===== src/hw/rtl/glt_pkg.sv =====
// Shared types, constants and font tables for the glyph text layout block.
// No dependencies; every other file of the block imports this package.
`timescale 1ns / 1ps

package glt_pkg;

    // Fixed widths of the request and result fields.
    localparam int POS_W       = 16;
    localparam int CLIP_X_W    = 7;
    localparam int CLIP_Y_W    = 5;
    localparam int SIZE_W      = 16;
    localparam int CODE_W      = 8;
    localparam int GLYPH_W     = 6;
    localparam int ADV_W       = 3;
    localparam int APB_ADDR_W  = 4;
    localparam int APB_DATA_W  = 32;

    // Default coordinate width of the cursor.
    localparam int COORD_BITS_DEF = 16;

    // Font geometry.
    localparam int MAP_SIZE    = 96;
    localparam int GLYPH_COUNT = 44;
    localparam int FONT_COLS   = 13;
    localparam int FONT_ROWS   = 4;
    localparam int CELL_W      = 5;
    localparam int CELL_H      = 5;
    localparam int LINE_ADV    = 4;
    localparam int ULINE_LEFT  = (FONT_COLS - 1) * CELL_W;

    localparam logic [CODE_W-1:0]  CODE_NEWLINE = 8'd10;
    localparam logic [GLYPH_W-1:0] NO_GLYPH     = 6'd63;
    localparam logic [1:0]         SKIN_INVALID = 2'd3;

    // Result kinds.
    typedef enum logic [1:0] {
        KIND_GLYPH = 2'd0,
        KIND_ULINE = 2'd1,
        KIND_SIZE  = 2'd2
    } kind_t;

    // Configuration register indexes.
    typedef enum logic [1:0] {
        REG_ORIGIN_X  = 2'd0,
        REG_ORIGIN_Y  = 2'd1,
        REG_SKIN      = 2'd2,
        REG_UNDERLINE = 2'd3
    } reg_idx_t;

    // Configuration as seen by the layout datapath.
    typedef struct packed {
        logic signed [POS_W-1:0] origin_x;
        logic signed [POS_W-1:0] origin_y;
        logic [1:0]              skin_select;
        logic                    underline_enable;
    } cfg_t;

    // One result item.
    typedef struct packed {
        kind_t                   kind;
        logic signed [POS_W-1:0] pos_x;
        logic signed [POS_W-1:0] pos_y;
        logic [CLIP_X_W-1:0]     clip_left;
        logic [CLIP_Y_W-1:0]     clip_bottom;
        logic [CLIP_X_W-1:0]     clip_right;
        logic [CLIP_Y_W-1:0]     clip_top;
        logic [SIZE_W-1:0]       text_width;
        logic [SIZE_W-1:0]       text_height;
        logic                    last;
    } res_t;

    // The results of one request: one or two items.
    typedef struct packed {
        logic two;
        res_t first;
        res_t second;
    } pair_t;

    // Character code to glyph index; NO_GLYPH marks codes without a glyph.
    localparam logic [GLYPH_W-1:0] CODE_MAP [MAP_SIZE] = '{
        6'd63, 6'd39, 6'd40, 6'd41, 6'd42, 6'd43, 6'd63, 6'd63,
        6'd63, 6'd63, 6'd63, 6'd63, 6'd63, 6'd63, 6'd63, 6'd63,
        6'd63, 6'd63, 6'd63, 6'd63, 6'd63, 6'd63, 6'd63, 6'd63,
        6'd63, 6'd63, 6'd63, 6'd63, 6'd63, 6'd63, 6'd63, 6'd63,
        6'd36, 6'd63, 6'd63, 6'd63, 6'd63, 6'd63, 6'd63, 6'd63,
        6'd63, 6'd63, 6'd63, 6'd63, 6'd63, 6'd63, 6'd37, 6'd63,
        6'd26, 6'd27, 6'd28, 6'd29, 6'd30, 6'd31, 6'd32, 6'd33,
        6'd34, 6'd35, 6'd63, 6'd63, 6'd63, 6'd63, 6'd63, 6'd38,
        6'd63, 6'd0,  6'd1,  6'd2,  6'd3,  6'd4,  6'd5,  6'd6,
        6'd7,  6'd8,  6'd9,  6'd10, 6'd11, 6'd12, 6'd13, 6'd14,
        6'd15, 6'd16, 6'd17, 6'd18, 6'd19, 6'd20, 6'd21, 6'd22,
        6'd23, 6'd24, 6'd25, 6'd63, 6'd63, 6'd63, 6'd63, 6'd63
    };

    // Horizontal advance of each glyph.
    localparam logic [ADV_W-1:0] ADV_TABLE [GLYPH_COUNT] = '{
        3'd3, 3'd3, 3'd3, 3'd3, 3'd3, 3'd3, 3'd3, 3'd3, 3'd2, 3'd3, 3'd3,
        3'd3, 3'd4, 3'd3, 3'd3, 3'd3, 3'd3, 3'd3, 3'd3, 3'd3, 3'd3, 3'd3,
        3'd4, 3'd3, 3'd3, 3'd3, 3'd3, 3'd3, 3'd3, 3'd3, 3'd3, 3'd3, 3'd3,
        3'd3, 3'd3, 3'd4, 3'd2, 3'd3, 3'd4, 3'd3, 3'd3, 3'd4, 3'd4, 3'd3
    };

endpackage


===== src/hw/rtl/glyph_text_layout.sv =====
// Top level of the glyph text layout block.
// Instantiates glt_cfg, glt_layout and glt_out; uses glt_pkg.
//
// Usage:
// A request (char_code, end_of_text) enters on in_valid/in_ready and is
// held in an input register. From there the layout logic decodes
// it against the cursor state, updates the state and loads its results,
// one glyph command plus an optional underline command, or one size report,
// into a result register. That register is presented on out_valid/out_ready,
// with last high on the final result of the request.
// Throughput: one request per cycle while the receiver takes results, for
// requests with no result or one result; a glyph with underline holds the
// output until both its results are taken, the single result port being
// the limit. A new request is accepted while a finished result still waits
// to be taken. When the receiver stalls, the result register holds;
// requests that make no result still proceed, others wait in the input
// register and then in_ready drops.
// Reset clears the configuration, puts the cursor at the origin, clears
// the line sums and empties both registers; no clearing pass is needed.
// The user must write configuration through the APB port while the block
// is idle; the block itself leaves this rule to the user.
`timescale 1ns / 1ps

module glyph_text_layout
    import glt_pkg::*;
#(
    parameter int COORD_BITS = COORD_BITS_DEF
)
(
    input  logic                       clk,
    input  logic                       rst_n,
    // Configuration port
    input  logic                       psel,
    input  logic                       penable,
    input  logic                       pwrite,
    input  logic [APB_ADDR_W-1:0]      paddr,
    input  logic [APB_DATA_W-1:0]      pwdata,
    output logic [APB_DATA_W-1:0]      prdata,
    output logic                       pready,
    // Request channel
    input  logic                       in_valid,
    output logic                       in_ready,
    input  logic [CODE_W-1:0]          char_code,
    input  logic                       end_of_text,
    // Result channel
    output logic                       out_valid,
    input  logic                       out_ready,
    output logic [1:0]                 kind,
    output logic signed [POS_W-1:0]    pos_x,
    output logic signed [POS_W-1:0]    pos_y,
    output logic [CLIP_X_W-1:0]        clip_left,
    output logic [CLIP_Y_W-1:0]        clip_bottom,
    output logic [CLIP_X_W-1:0]        clip_right,
    output logic [CLIP_Y_W-1:0]        clip_top,
    output logic [SIZE_W-1:0]          text_width,
    output logic [SIZE_W-1:0]          text_height,
    output logic                       last
);

    cfg_t  cfg;
    logic  pair_valid;
    pair_t pair;
    logic  pair_pop;
    res_t  res;

    glt_cfg u_cfg (
        .clk     (clk),
        .rst_n   (rst_n),
        .psel    (psel),
        .penable (penable),
        .pwrite  (pwrite),
        .paddr   (paddr),
        .pwdata  (pwdata),
        .prdata  (prdata),
        .pready  (pready),
        .cfg     (cfg)
    );

    glt_layout #(
        .COORD_BITS (COORD_BITS)
    ) u_layout (
        .clk         (clk),
        .rst_n       (rst_n),
        .cfg         (cfg),
        .in_valid    (in_valid),
        .in_ready    (in_ready),
        .char_code   (char_code),
        .end_of_text (end_of_text),
        .pair_valid  (pair_valid),
        .pair        (pair),
        .pair_pop    (pair_pop)
    );

    glt_out u_out (
        .clk        (clk),
        .rst_n      (rst_n),
        .pair_valid (pair_valid),
        .pair       (pair),
        .pair_pop   (pair_pop),
        .out_ready  (out_ready),
        .out_valid  (out_valid),
        .res        (res)
    );

    // Result fields onto the ports.
    assign kind        = res.kind;
    assign pos_x       = res.pos_x;
    assign pos_y       = res.pos_y;
    assign clip_left   = res.clip_left;
    assign clip_bottom = res.clip_bottom;
    assign clip_right  = res.clip_right;
    assign clip_top    = res.clip_top;
    assign text_width  = res.text_width;
    assign text_height = res.text_height;
    assign last        = res.last;

endmodule


===== src/hw/rtl/glt_cfg.sv =====
// APB-style configuration registers of the glyph text layout block.
// Depends on glt_pkg for the register indexes and the configuration struct.
`timescale 1ns / 1ps

module glt_cfg
    import glt_pkg::*;
(
    input  logic                  clk,
    input  logic                  rst_n,
    input  logic                  psel,
    input  logic                  penable,
    input  logic                  pwrite,
    input  logic [APB_ADDR_W-1:0] paddr,
    input  logic [APB_DATA_W-1:0] pwdata,
    output logic [APB_DATA_W-1:0] prdata,
    output logic                  pready,
    output cfg_t                  cfg
);

    logic signed [POS_W-1:0] origin_x_reg;
    logic signed [POS_W-1:0] origin_y_reg;
    logic [1:0]              skin_reg;
    logic                    underline_reg;
    logic                    wr_en;
    reg_idx_t                reg_idx;

    // Registers are word aligned; the low address bits are ignored.
    assign reg_idx = reg_idx_t'(paddr[3:2]);
    assign wr_en   = psel && penable && pwrite;
    assign pready  = 1'b1;

    // Register writes during the access phase.
    always_ff @(posedge clk or negedge rst_n)
    begin
        if (!rst_n)
        begin
            origin_x_reg  <= '0;
            origin_y_reg  <= '0;
            skin_reg      <= '0;
            underline_reg <= 1'b0;
        end
        else if (wr_en)
        begin
            unique case (reg_idx)
                REG_ORIGIN_X:  origin_x_reg  <= pwdata[POS_W-1:0];
                REG_ORIGIN_Y:  origin_y_reg  <= pwdata[POS_W-1:0];
                REG_SKIN:      skin_reg      <= pwdata[1:0];
                REG_UNDERLINE: underline_reg <= pwdata[0];
            endcase
        end
    end

    // Read back; the origins are returned sign extended.
    always_comb
    begin
        unique case (reg_idx)
            REG_ORIGIN_X:  prdata = APB_DATA_W'(origin_x_reg);
            REG_ORIGIN_Y:  prdata = APB_DATA_W'(origin_y_reg);
            REG_SKIN:      prdata = APB_DATA_W'(skin_reg);
            REG_UNDERLINE: prdata = APB_DATA_W'(underline_reg);
        endcase
    end

    assign cfg.origin_x         = origin_x_reg;
    assign cfg.origin_y         = origin_y_reg;
    assign cfg.skin_select      = skin_reg;
    assign cfg.underline_enable = underline_reg;

endmodule


===== src/hw/rtl/glt_layout.sv =====
// Layout datapath: input register, cursor and size state, and the result
// register that holds the one or two results of a request. Uses glt_pkg.
`timescale 1ns / 1ps

module glt_layout
    import glt_pkg::*;
#(
    parameter int COORD_BITS = COORD_BITS_DEF
)
(
    input  logic              clk,
    input  logic              rst_n,
    input  cfg_t              cfg,
    input  logic              in_valid,
    output logic              in_ready,
    input  logic [CODE_W-1:0] char_code,
    input  logic              end_of_text,
    output logic              pair_valid,
    output pair_t             pair,
    input  logic              pair_pop
);

    // Wide enough to hold a 16-bit origin or a cursor plus a small step.
    localparam int EXT_W = ((COORD_BITS > POS_W) ? COORD_BITS : POS_W) + 2;
    localparam logic signed [EXT_W-1:0] CMAX =
        EXT_W'((64'sd1 <<< (COORD_BITS - 1)) - 64'sd1);
    localparam logic signed [EXT_W-1:0] CMIN = -CMAX - EXT_W'(1);
    localparam logic signed [EXT_W-1:0] LINE_STEP = EXT_W'(LINE_ADV);
    localparam logic signed [EXT_W-1:0] ONE_STEP  = EXT_W'(1);

    function automatic logic signed [COORD_BITS-1:0] sat_coord(
        input logic signed [EXT_W-1:0] v
    );
        logic signed [EXT_W-1:0] c;
        c = v;
        if (v > CMAX)
            c = CMAX;
        else if (v < CMIN)
            c = CMIN;
        return COORD_BITS'(c);
    endfunction

    // Input register.
    logic              in_valid_reg;
    logic [CODE_W-1:0] code_reg;
    logic              eot_reg;

    // Layout state.
    logic signed [COORD_BITS-1:0] cursor_x_reg, cursor_x_next;
    logic signed [COORD_BITS-1:0] cursor_y_reg, cursor_y_next;
    logic [SIZE_W-1:0]            line_adv_reg, line_adv_next;
    logic [SIZE_W-1:0]            widest_reg, widest_next;
    logic [SIZE_W-1:0]            height_reg, height_next;

    // Result register.
    logic  pair_valid_reg;
    pair_t pair_reg, pair_next;

    // Decode and arithmetic.
    logic signed [POS_W-1:0]      org_x, org_y;
    logic signed [COORD_BITS-1:0] org_x_sat, org_y_sat;
    logic                         code_in_map, has_glyph, is_newline;
    logic [GLYPH_W-1:0]           glyph;
    logic [ADV_W-1:0]             adv;
    logic [1:0]                   row;
    logic [GLYPH_W-1:0]           col_full;
    logic [3:0]                   col;
    logic                         do_eot, do_nl, do_glyph, emit_glyph, produces;
    logic                         launch, pair_can_load;
    logic signed [EXT_W-1:0]      adv_ext;
    logic [SIZE_W:0]              line_sum, height_sum;
    logic [SIZE_W-1:0]            line_max;

    assign org_x     = cfg.origin_x;
    assign org_y     = cfg.origin_y;
    assign org_x_sat = sat_coord(EXT_W'(org_x));
    assign org_y_sat = sat_coord(EXT_W'(org_y));

    // Font lookup: glyph index, advance and atlas cell.
    always_comb
    begin
        code_in_map = code_reg < CODE_W'(MAP_SIZE);
        glyph       = code_in_map ? CODE_MAP[code_reg[6:0]] : NO_GLYPH;
        has_glyph   = glyph < GLYPH_W'(GLYPH_COUNT);
        adv         = has_glyph ? ADV_TABLE[glyph] : '0;
        if (glyph >= GLYPH_W'(3 * FONT_COLS))
            row = 2'd3;
        else if (glyph >= GLYPH_W'(2 * FONT_COLS))
            row = 2'd2;
        else if (glyph >= GLYPH_W'(FONT_COLS))
            row = 2'd1;
        else
            row = 2'd0;
        col_full = glyph - GLYPH_W'(row) * GLYPH_W'(FONT_COLS);
        col      = col_full[3:0];
    end

    // Request classification and handshake.
    assign is_newline    = code_reg == CODE_NEWLINE;
    assign do_eot        = eot_reg;
    assign do_nl         = !eot_reg && is_newline;
    assign do_glyph      = !eot_reg && !is_newline && has_glyph;
    assign emit_glyph    = do_glyph && (cfg.skin_select != SKIN_INVALID);
    assign produces      = do_eot || emit_glyph;
    assign pair_can_load = !pair_valid_reg || pair_pop;
    assign launch        = in_valid_reg && (!produces || pair_can_load);
    assign in_ready      = !in_valid_reg || launch;

    assign adv_ext    = EXT_W'(adv);
    assign line_sum   = (SIZE_W + 1)'(line_adv_reg) + (SIZE_W + 1)'(adv);
    assign height_sum = (SIZE_W + 1)'(height_reg) + (SIZE_W + 1)'(LINE_ADV);
    assign line_max   = (line_adv_reg > widest_reg) ? line_adv_reg : widest_reg;

    // Next layout state.
    always_comb
    begin
        cursor_x_next = cursor_x_reg;
        cursor_y_next = cursor_y_reg;
        line_adv_next = line_adv_reg;
        widest_next   = widest_reg;
        height_next   = height_reg;
        if (launch)
        begin
            if (do_eot)
            begin
                cursor_x_next = org_x_sat;
                cursor_y_next = org_y_sat;
                line_adv_next = '0;
                widest_next   = '0;
                height_next   = SIZE_W'(LINE_ADV);
            end
            else if (do_nl)
            begin
                widest_next   = line_max;
                line_adv_next = '0;
                height_next   = height_sum[SIZE_W] ? '1 : height_sum[SIZE_W-1:0];
                cursor_x_next = org_x_sat;
                cursor_y_next = sat_coord(EXT_W'(cursor_y_reg) - LINE_STEP);
            end
            else if (do_glyph)
            begin
                cursor_x_next = sat_coord(EXT_W'(cursor_x_reg) + adv_ext);
                line_adv_next = line_sum[SIZE_W] ? '1 : line_sum[SIZE_W-1:0];
            end
        end
    end

    // Results of the request in the input register.
    always_comb
    begin
        pair_next = '0;
        if (do_eot)
        begin
            pair_next.first.kind        = KIND_SIZE;
            pair_next.first.text_width  = line_max;
            pair_next.first.text_height = height_reg;
            pair_next.first.last        = 1'b1;
        end
        else
        begin
            pair_next.two               = cfg.underline_enable;
            pair_next.first.kind        = KIND_GLYPH;
            pair_next.first.pos_x       = POS_W'(cursor_x_reg);
            pair_next.first.pos_y       = POS_W'(cursor_y_reg);
            pair_next.first.clip_left   = CLIP_X_W'(col) * CLIP_X_W'(CELL_W);
            pair_next.first.clip_right  = CLIP_X_W'(col) * CLIP_X_W'(CELL_W)
                                          + CLIP_X_W'(CELL_W);
            pair_next.first.clip_bottom = CLIP_Y_W'(2'd3 - row) * CLIP_Y_W'(CELL_H);
            pair_next.first.clip_top    = CLIP_Y_W'(2'd3 - row) * CLIP_Y_W'(CELL_H)
                                          + CLIP_Y_W'(CELL_H);
            pair_next.first.last        = !cfg.underline_enable;
            pair_next.second.kind        = KIND_ULINE;
            pair_next.second.pos_x       = POS_W'(cursor_x_reg);
            pair_next.second.pos_y       =
                POS_W'(sat_coord(EXT_W'(cursor_y_reg) - ONE_STEP));
            pair_next.second.clip_left   = CLIP_X_W'(ULINE_LEFT);
            pair_next.second.clip_bottom = '0;
            pair_next.second.clip_right  = CLIP_X_W'(ULINE_LEFT + 1) + CLIP_X_W'(adv);
            pair_next.second.clip_top    = CLIP_Y_W'(1);
            pair_next.second.last        = 1'b1;
        end
    end

    // Input register.
    always_ff @(posedge clk or negedge rst_n)
    begin
        if (!rst_n)
            in_valid_reg <= 1'b0;
        else if (in_ready)
            in_valid_reg <= in_valid;
    end

    always_ff @(posedge clk)
    begin
        if (in_valid && in_ready)
        begin
            code_reg <= char_code;
            eot_reg  <= end_of_text;
        end
    end

    // Layout state registers.
    always_ff @(posedge clk or negedge rst_n)
    begin
        if (!rst_n)
        begin
            cursor_x_reg <= '0;
            cursor_y_reg <= '0;
            line_adv_reg <= '0;
            widest_reg   <= '0;
            height_reg   <= SIZE_W'(LINE_ADV);
        end
        else
        begin
            cursor_x_reg <= cursor_x_next;
            cursor_y_reg <= cursor_y_next;
            line_adv_reg <= line_adv_next;
            widest_reg   <= widest_next;
            height_reg   <= height_next;
        end
    end

    // Result register: loaded by a request that produces results.
    always_ff @(posedge clk or negedge rst_n)
    begin
        if (!rst_n)
            pair_valid_reg <= 1'b0;
        else if (launch && produces)
            pair_valid_reg <= 1'b1;
        else if (pair_pop)
            pair_valid_reg <= 1'b0;
    end

    always_ff @(posedge clk)
    begin
        if (launch && produces)
            pair_reg <= pair_next;
    end

    assign pair_valid = pair_valid_reg;
    assign pair       = pair_reg;

endmodule


===== src/hw/rtl/glt_out.sv =====
// Output stage: presents the one or two results held in the result
// register one at a time on the valid/ready channel. Uses glt_pkg.
`timescale 1ns / 1ps

module glt_out
    import glt_pkg::*;
(
    input  logic  clk,
    input  logic  rst_n,
    input  logic  pair_valid,
    input  pair_t pair,
    output logic  pair_pop,
    input  logic  out_ready,
    output logic  out_valid,
    output res_t  res
);

    logic sel_reg, sel_next;
    logic out_take;

    assign out_valid = pair_valid;
    assign res       = sel_reg ? pair.second : pair.first;
    assign out_take  = pair_valid && out_ready;
    assign pair_pop  = out_take && (sel_reg || !pair.two);

    // Step to the second result, or back to the first once the pair leaves.
    always_comb
    begin
        sel_next = sel_reg;
        if (pair_pop)
            sel_next = 1'b0;
        else if (out_take)
            sel_next = 1'b1;
    end

    always_ff @(posedge clk or negedge rst_n)
    begin
        if (!rst_n)
            sel_reg <= 1'b0;
        else
            sel_reg <= sel_next;
    end

endmodule


===== config.mk =====
export PLATFORM = sky130hd
export DESIGN_NAME = glyph_text_layout
export DESIGN_NICKNAME = d
export VERILOG_FILES = /design/src/hw/rtl/glt_pkg.sv /design/src/hw/rtl/glyph_text_layout.sv /design/src/hw/rtl/glt_cfg.sv /design/src/hw/rtl/glt_layout.sv /design/src/hw/rtl/glt_out.sv
export SDC_FILE = /design/constraint.sdc
export NUM_CORES = 1
export LEC_CHECK = 0
export ABC_AREA = 1
export BUFFER_PORTS_ARGS = -buffer_cell sky130_fd_sc_hd__buf_2
export CORE_MARGIN = 4
export CORE_UTILIZATION = 59
export DETAILED_ROUTE_END_ITERATION = 7
export PLACE_DENSITY = 0.81
export SYNTH_ARGS = -nofsm -noshare
export SYNTH_HDL_FRONTEND = slang
export SYNTH_SLANG_ARGS = --single-unit

===== constraint.sdc =====
create_clock -name clk -period 5.43 [get_ports clk]
set_input_delay 0.2715 -clock clk [delete_from_list [all_inputs] [get_ports clk]]
set_output_delay 0.2715 -clock clk [all_outputs]
set_load 0.02 [all_outputs]

; ---- Word-level counts from Yosys, hierarchy flattened
; Memories as Yosys holds them, arrays and structs flattened.
; Index checks and enable logic that the tools add are counted.
[word_totals]
n_memories = 2
in_bits = 52
mem_bits_ro = 960
ff_bits = 262
wordCells = 151
output_inout_bits = 126
[op_classes]
n_reduce_logical = 35
add_sub_neg = 10
n_eq_ne = 5
n_lt_le_gt_ge = 18
bitwise = 2
n_mul = 3
mux = 43
[mem_list]
columns = memory, depth, word_bits, rd, rd_ports_with_merged_regs, write_ports, line_no
row1 = (name not given), 128, 6, 1, 0, 0, glt_layout.sv:83  ; glyph = code_in_map ? CODE_MAP[code_reg[6:0]] : NO_GLYPH;
row2 = (name not given), 64, 3, 1, 0, 0, glt_layout.sv:85  ; adv = has_glyph ? ADV_TABLE[glyph] : '0;
[ops]
columns = cell, n
row1 = 16-bit two-way mux, 25
row2 = 32-bit one-hot mux with 4 select lines, 1
row3 = 91-bit two-way mux, 1
row4 = 57-bit two-way mux, 1
row5 = 17-bit by 16-bit > comparator with 1-bit output (second input constant), 3
row6 = 17-bit by 16-bit less-than comparator with 1-bit output (second input constant), 3
row7 = 16-bit > comparator (second input constant), 2
row8 = 16-bit less-than comparator (second input constant), 2
row9 = 6-bit two-way mux, 3
row10 = 16-bit by 3-bit adder with 17-bit output, 1
row11 = 16-bit by 3-bit adder with 17-bit output (second input constant), 1
row12 = 16-bit by 4-bit adder with 17-bit output, 1
row13 = 16-bit by 2-bit subtractor with 17-bit output (second input constant), 1
row14 = 16-bit by 4-bit subtractor with 17-bit output (second input constant), 1
row15 = 16-bit > comparator, 1
row16 = 2-bit AND reduction, 6
row17 = 1-bit logical AND, 11
row18 = 3-bit two-way mux, 3
row19 = 8-bit by 4-bit == test with 1-bit output (second input constant), 1
row20 = 8-bit >= comparator (second input constant), 1
row21 = 8-bit by 7-bit less-than comparator with 1-bit output (second input constant), 1
row22 = 7-bit inverter with 8-bit output, 1
row23 = 6-bit by 3-bit adder with 7-bit output (first input constant), 1
row24 = 7-bit by 3-bit adder with 7-bit output (second input constant), 1
row25 = 23 further kinds, 43

; ---- Depth between registers and ports, before layout
[logic_depth]
ltp_word = 17
mapped_depth = 36
ltp_nobuf = 36

; ---- Modules after synthesis
; Synthesis repeated with hierarchy kept, for this count alone.
[unflattened]
hier_cells = 1972
area_unflattened_um2 = 14911.8
[modules_own_cells]
columns = mod, cells_per_inst, n_inst, area_each_um2, seq_area_each_um2
row1 = glt_layout, 1435, 1, 11903.9, 5571.6
row2 = glt_cfg, 234, 1, 1775.5, 875.8
row3 = glt_out, 303, 1, 1232.4, 25.0

; ---- Worst setup path before layout
; No wires, ideal clock.
[synth_timing]
kind = reg-to-reg
start = reg u_layout.code_reg[2]
end = reg u_layout.pair_reg, in the netlist u_layout.pair[100] (enable)
n_path_buf = 1
t_arrival_ns = 4.119
stages_incl_launch_ff = 17
required_time_ns = 4.968
period_less_slack_ns = 4.581
setup_time_ns = 0.462
setup_slack_ns = 0.849
path_cell_list = edfxtp_1 > buf_4 > inv_4 > ha_1 > inv_1 > nor2_1 > a21oi_1 > o21ai_1 > nand3_1 > nand2_2 > nand2_2 > nand2_1 > nand2_1 > nand2_2 > a21boi_1 > nand2_1 > inv_1
[synth_via]
elab_chain_cells = 13
elab_cells_between_ends = 17
classes_between = order compare (2) / eq/ne (1) / mux (3) / bitwise (1) / reduce/logical (9) / memory (1)
[synth_rtl]
columns = element, line_no
row1 = "start, declared", glt_layout.sv:45  ; logic [CODE_W-1:0] code_reg;
row2 = "start signal, assigned", glt_layout.sv:197  ; code_reg <= char_code;
row3 = 7-bit inverter with 8-bit output (implied by the code), glt_layout.sv:83
row4 = memory read 128 x 6 bit, --
row5 = 6-bit two-way mux (implied by the code) (2 in series), glt_layout.sv:83
row6 = 6-bit two-way mux, glt_layout.sv:83
row7 = 6-bit less-than comparator, glt_layout.sv:84  ; has_glyph = glyph < GLYPH_W'(GLYPH_COUNT);
row8 = 1-bit logical AND *, glt_layout.sv:102  ; assign do_glyph = !eot_reg && !is_newline && has_glyph;
row9 = 1-bit logical AND *, glt_layout.sv:103  ; assign emit_glyph = do_glyph && (cfg.skin_select != SKIN_INVALID);
row10 = 1-bit logical OR *, glt_layout.sv:104  ; assign produces = do_eot || emit_glyph;
row11 = 1-bit logical NOT, glt_layout.sv:106  ; assign launch = in_valid_reg && (!produces || pair_can_load);
row12 = 1-bit logical OR, glt_layout.sv:106
row13 = 1-bit logical AND, glt_layout.sv:106
row14 = 1-bit logical AND *, glt_layout.sv:236  ; if (launch && produces)
row15 = "end signal, assigned", glt_layout.sv:237  ; pair_reg <= pair_next;
row16 = "end, declared", glt_layout.sv:57  ; pair_t pair_reg, pair_next;
; Mark *: on every way between the ends. The rest lies on a longest branch, timed or not. The select of a mux whose other input is x is not followed.
; A chain may end at the register's enable or synchronous reset.

; ---- Worst setup path after layout
[layout_timing]
start = reg u_layout.code_reg[1]
end = reg u_layout.pair_reg, in the netlist u_layout.pair[134], data pin
[layout_via]
elab_chain_cells = 13
elab_cells_between_ends = 16
classes_between = add/sub (2) / mul (2) / order compare (4) / mux (6) / bitwise (1) / memory (1)
[layout_rtl]
columns = element, line_no
row1 = 7-bit inverter with 8-bit output (implied by the code), glt_layout.sv:83
row2 = memory read 128 x 6 bit, --
row3 = 6-bit two-way mux (implied by the code) (2 in series), glt_layout.sv:83
row4 = 6-bit two-way mux *, glt_layout.sv:83
row5 = 6-bit by 4-bit >= comparator with 1-bit output, glt_layout.sv:90  ; else if (glyph >= GLYPH_W'(FONT_COLS))
row6 = 1-bit two-way mux, glt_layout.sv:90
row7 = 2-bit two-way mux, glt_layout.sv:88  ; else if (glyph >= GLYPH_W'(2 * FONT_COLS))
row8 = 2-bit two-way mux *, glt_layout.sv:86  ; if (glyph >= GLYPH_W'(3 * FONT_COLS))
row9 = named net u_layout.row[0], glt_layout.sv:65  ; logic [1:0] row;
row10 = 2-bit by 4-bit multiplier with 4-bit output *, glt_layout.sv:94  ; col_full = glyph - GLYPH_W'(row) * GLYPH_W'(FONT_COLS);
row11 = 4-bit subtractor *, glt_layout.sv:94
row12 = 4-bit by 3-bit multiplier with 7-bit output *, glt_layout.sv:166  ; pair_next.first.clip_right = CLIP_X_W'(col) * CLIP_X_W'(CELL_W)
row13 = 7-bit by 3-bit adder with 7-bit output *, glt_layout.sv:167  ; + CLIP_X_W'(CELL_W);
; Mark *: on every way through the listed nets, which the timed path passes. The rest lies on a longest branch. The select of a mux whose other input is x is not followed.

==> impl_metrics.csv <==
group,metric,value,unit
run_status,status,"completed",
clocking,clock-sinks,235,
routing,drc,0,
yosys,synth.yosys.seq_area_share,46.8,%
routing,routed-via-count,11800,
timing,maxSlewViolCount,0,
pwr,power_density,506,mW/mm^2
global_routing,grt-ovfl-total,0,
die,dieWidth,161,um
timing,hold_violations,0,
setup_path,cp_max_fo,6,
pwr,power.leakage,7.79,nW
routing,post_drt_via_cell_ratio,5.34,
min_path,worstHoldStart,"pwdata[14]",
layout,syn_to_final_growth,12.4,%
yosys,yosys_warnings,0,
place,placed_cell_area,0.0145,sq mm
timing,timing.final.ws_setup,0.527,ns
yosys,syn-mean-instance-area,7.87,sq um
place,dp.cells,2134,
clocking,htreeDepth,1,
place,dp_hpwl,22600,um
setup_path,arrival,5.19,ns
global_routing,grt_pass1_wl,54300,um
yosys,synth-seq-cells,235,
place,dpl_worst_slack,0.348,ns
die,dieArea,0.0260,sq mm
yosys,synth-simple-area-share,24.9,%
timing,tightest_slew,1.06,ns
yosys,synth.mux.area_fraction,0,%
clocking,worstSkewPairLatency,0.54,ns
clocking,cts_tree,"yes",
timing,relSlewSlack,29.3,%
die,row_count,55,
timing,max_freq,204,MHz
setup_path,startpoint_type,"flop",
layout,drive_gt1_share,13.9,%
layout,largest_register_ffs,109,
routing,detail-route-antenna-nets,0,
layout,antennaDiodeCount,0,
routing,dr.pass1.iters,5,
yosys,syn_inst,1758,
clocking,clkSlewWorstSetupHoldPaths,0.06,ns
yosys,synth_flop_cell,"edfxtp_1",
yosys,ys_types,50,
timing,clock-skew-final,0.0128,ns
die,die_h,161,um
layout,fin_cells,2204,
timing,min_period,4.90,ns
yosys,async_flop_share,49.8,%
routing,wl,32700,um
yosys,yosys.area_share.adder,5.37,%
clocking,cts_root_buf,"clkbuf_16",
setup_path,worstPathRequired,5.72,ns
yosys,synth-edff-count,118,
global_routing,grt_use_total,24.9,%
clocking,cts_inserted_buffers,26,
yosys,synth_compound_area_share,10.5,%
timing,rsz0062_at_grt,"false",
timing,final.period_utilization,90.3,%
routing,wl_per_cell,14.8,um
global_routing,grt_start_max_net_pins,99,
flow_run,maxCapViolCount,0,
setup_path,end_kind,"flop",
global_routing,grt_pass1_vias,11100,
clocking,clockBufferDepth,3,
pwr,finalPower,0.00786,W
yosys,synth_nets,1867,
timing,setup_viol,0,
timing,tns,0,ns
yosys,synth_xor_area_share,2.03,%
place,port_buffers,157,
layout,final_area,0.0155,sq mm
routing,drt_iter0_drc,924,
yosys,syn_area,0.0138,sq mm
setup_path,crit_path_start,"u_layout.code_reg[1]$_DFFE_PP_",
global_routing,grt_antenna_before_repair,0,
setup_path,slowest_delay,0.49,ns
die,io_pins,178,
setup_path,rr_startpoint,"u_layout.code_reg[1]$_DFFE_PP_",
setup_path,timing.critical_path.mode_cell,"nand2_1",
die,coreArea,0.0228,sq mm
setup_path,cp_slowest_cell,"edfxtp_1",
pwr,max-vdd-ir-drop,0.000374,V
die,start_util,60.6,%
min_path,hold_class,"in2reg",
layout,nNetsFinal,1980,
place,routabilityCongestion,0.915,
setup_path,critPathKind,"reg2reg",
yosys,synth_top_family_by_area,"simple AND/OR/NAND/NOR gates",
==> cells in the mapped netlist (5+ instances only) <==
library cell	count	area share, %
xor2_1	24	1.5
edfxtp_1	118	26
a31oi_1	7	0.32
o21ai_2	13	0.82
clkbuf_1	36	0.98
nand2_1	499	14
nand2_2	5	0.23
xnor2_1	8	0.51
o21ai_1	38	1.4
nand3_1	77	2.8
buf_1	11	0.30
nor4_1	5	0.23
a21oi_1	41	1.5
ha_1	53	4.8
a22o_1	7	0.44
buf_2	7	0.25
buf_4	46	2.5
dfrtp_1	116	21
nor2_1	208	5.6
nor3_1	13	0.47
o22ai_1	8	0.36
or2_2	5	0.23
nand4_1	18	0.81
o21ai_0	136	4.9
inv_1	215	5.8
==> layer usage <==
layer  track usage (%)  share of wire (%)  vias up  routed length [um]
met1              34.3                 43     5439               14100
met5                 0                  0        -                   0
li1                  -                  -     5842                   -
met3              3.11                6.4       65                2090
met4              7.21                2.5        0                 829
met2              41.8                 48      415               15600
==> path summary, 6_finish.rpt <==
kind | to | slack [ns] | cells after the start
worst max register to register | u_layout.pair[134]$_SDFFCE_PP0P_ | 0.53 | 33
max in group asynchronous | u_out.sel_reg$_DFFE_PN0P_ | 3.74 | 3
min in group asynchronous | u_cfg.origin_x_reg[4]$_DFFE_PN0P_ | 0.40 | 2
worst min-delay path | u_cfg.origin_x_reg[14]$_DFFE_PN0P_ | 0.02 | 3
worst max-delay path | u_layout.pair[134]$_SDFFCE_PP0P_ | 0.53 | 33
worst min register to register | u_layout.widest_reg[6]$_DFFE_PN0P_ | 0.48 | 2
==> area by class of cell <==
cell class	count	area (sq um)
fillers	1876	7300
flip-flops and latches	235	6470
multi-input cells	1198	5960
repair buffers	189	1080
inverters	221	837
clock buffers	32	716
well taps	313	392
clock inverters	16	90.1
==> cells in the final DEF, fill, tap and decap left out, drive strengths merged, types with 3 or more instances in the layout <==
| master | n |
|---|---|
| or2 | 6 |
| nor3 | 14 |
| nor2 | 209 |
| buf | 172 |
| dlygate4sd3 | 17 |
| xor2 | 24 |
| clkinvlp | 4 |
| nor4 | 5 |
| nand2 | 506 |
| nand4 | 18 |
| a22o | 7 |
| fa | 4 |
| nand3 | 80 |
| inv | 219 |
| nand3b | 3 |
| edfxtp | 118 |
| clkbuf | 32 |
| o22ai | 8 |
| dfrtp | 116 |
| o21ai | 187 |
| clkinv | 14 |
| o211ai | 3 |
| a31oi | 7 |
| a21oi | 43 |
| ha | 53 |
| xnor2 | 8 |
==> worst max-delay path: cells and delay by family, from the launching register on <==
kind / cells / cell delay (ns)
compound gates: 4 / 0.55
flops: 1 / 0.49
simple gates: 15 / 1.17
buf+inv: 7 / 0.62
fa+ha+maj: 7 / 1.81
==> power breakdown <==
part           internal [W]  switching (W)
registers           0.00249       0.000341
clock network      0.000937       0.000724
logic               0.00104        0.00233
total               0.00447        0.00340
==> timing repair <==
action | CTS | global route
endpoints found under the setup margin | 0 | 4
hold buffers | 17 | 0
hold endpoints to repair | 81 | 0
buffers inserted | 0 | 5
resized for setup | 0 | 9
==> stage by stage <==
stage | hold slack (ns) | utilization (%)
after floorplan | -0.0241 | -
after global placement | 0.418 | 63.5
after detailed placement | 0.429 | 63.5
after CTS | 0.00695 | 67.8
after global routing | 0.0296 | 68.1
final | 0.0235 | 68.1
==> cell families after synthesis <==
family / after synthesis
adder cells (fa/ha/maj): 57
other: 2
AND/OR/NAND/NOR: 844
flip-flops: 235
buffers and inverters: 325
XOR/XNOR: 32
AO/OA/AOI/OAI: 263
Power figures use the tool's default switching activity.
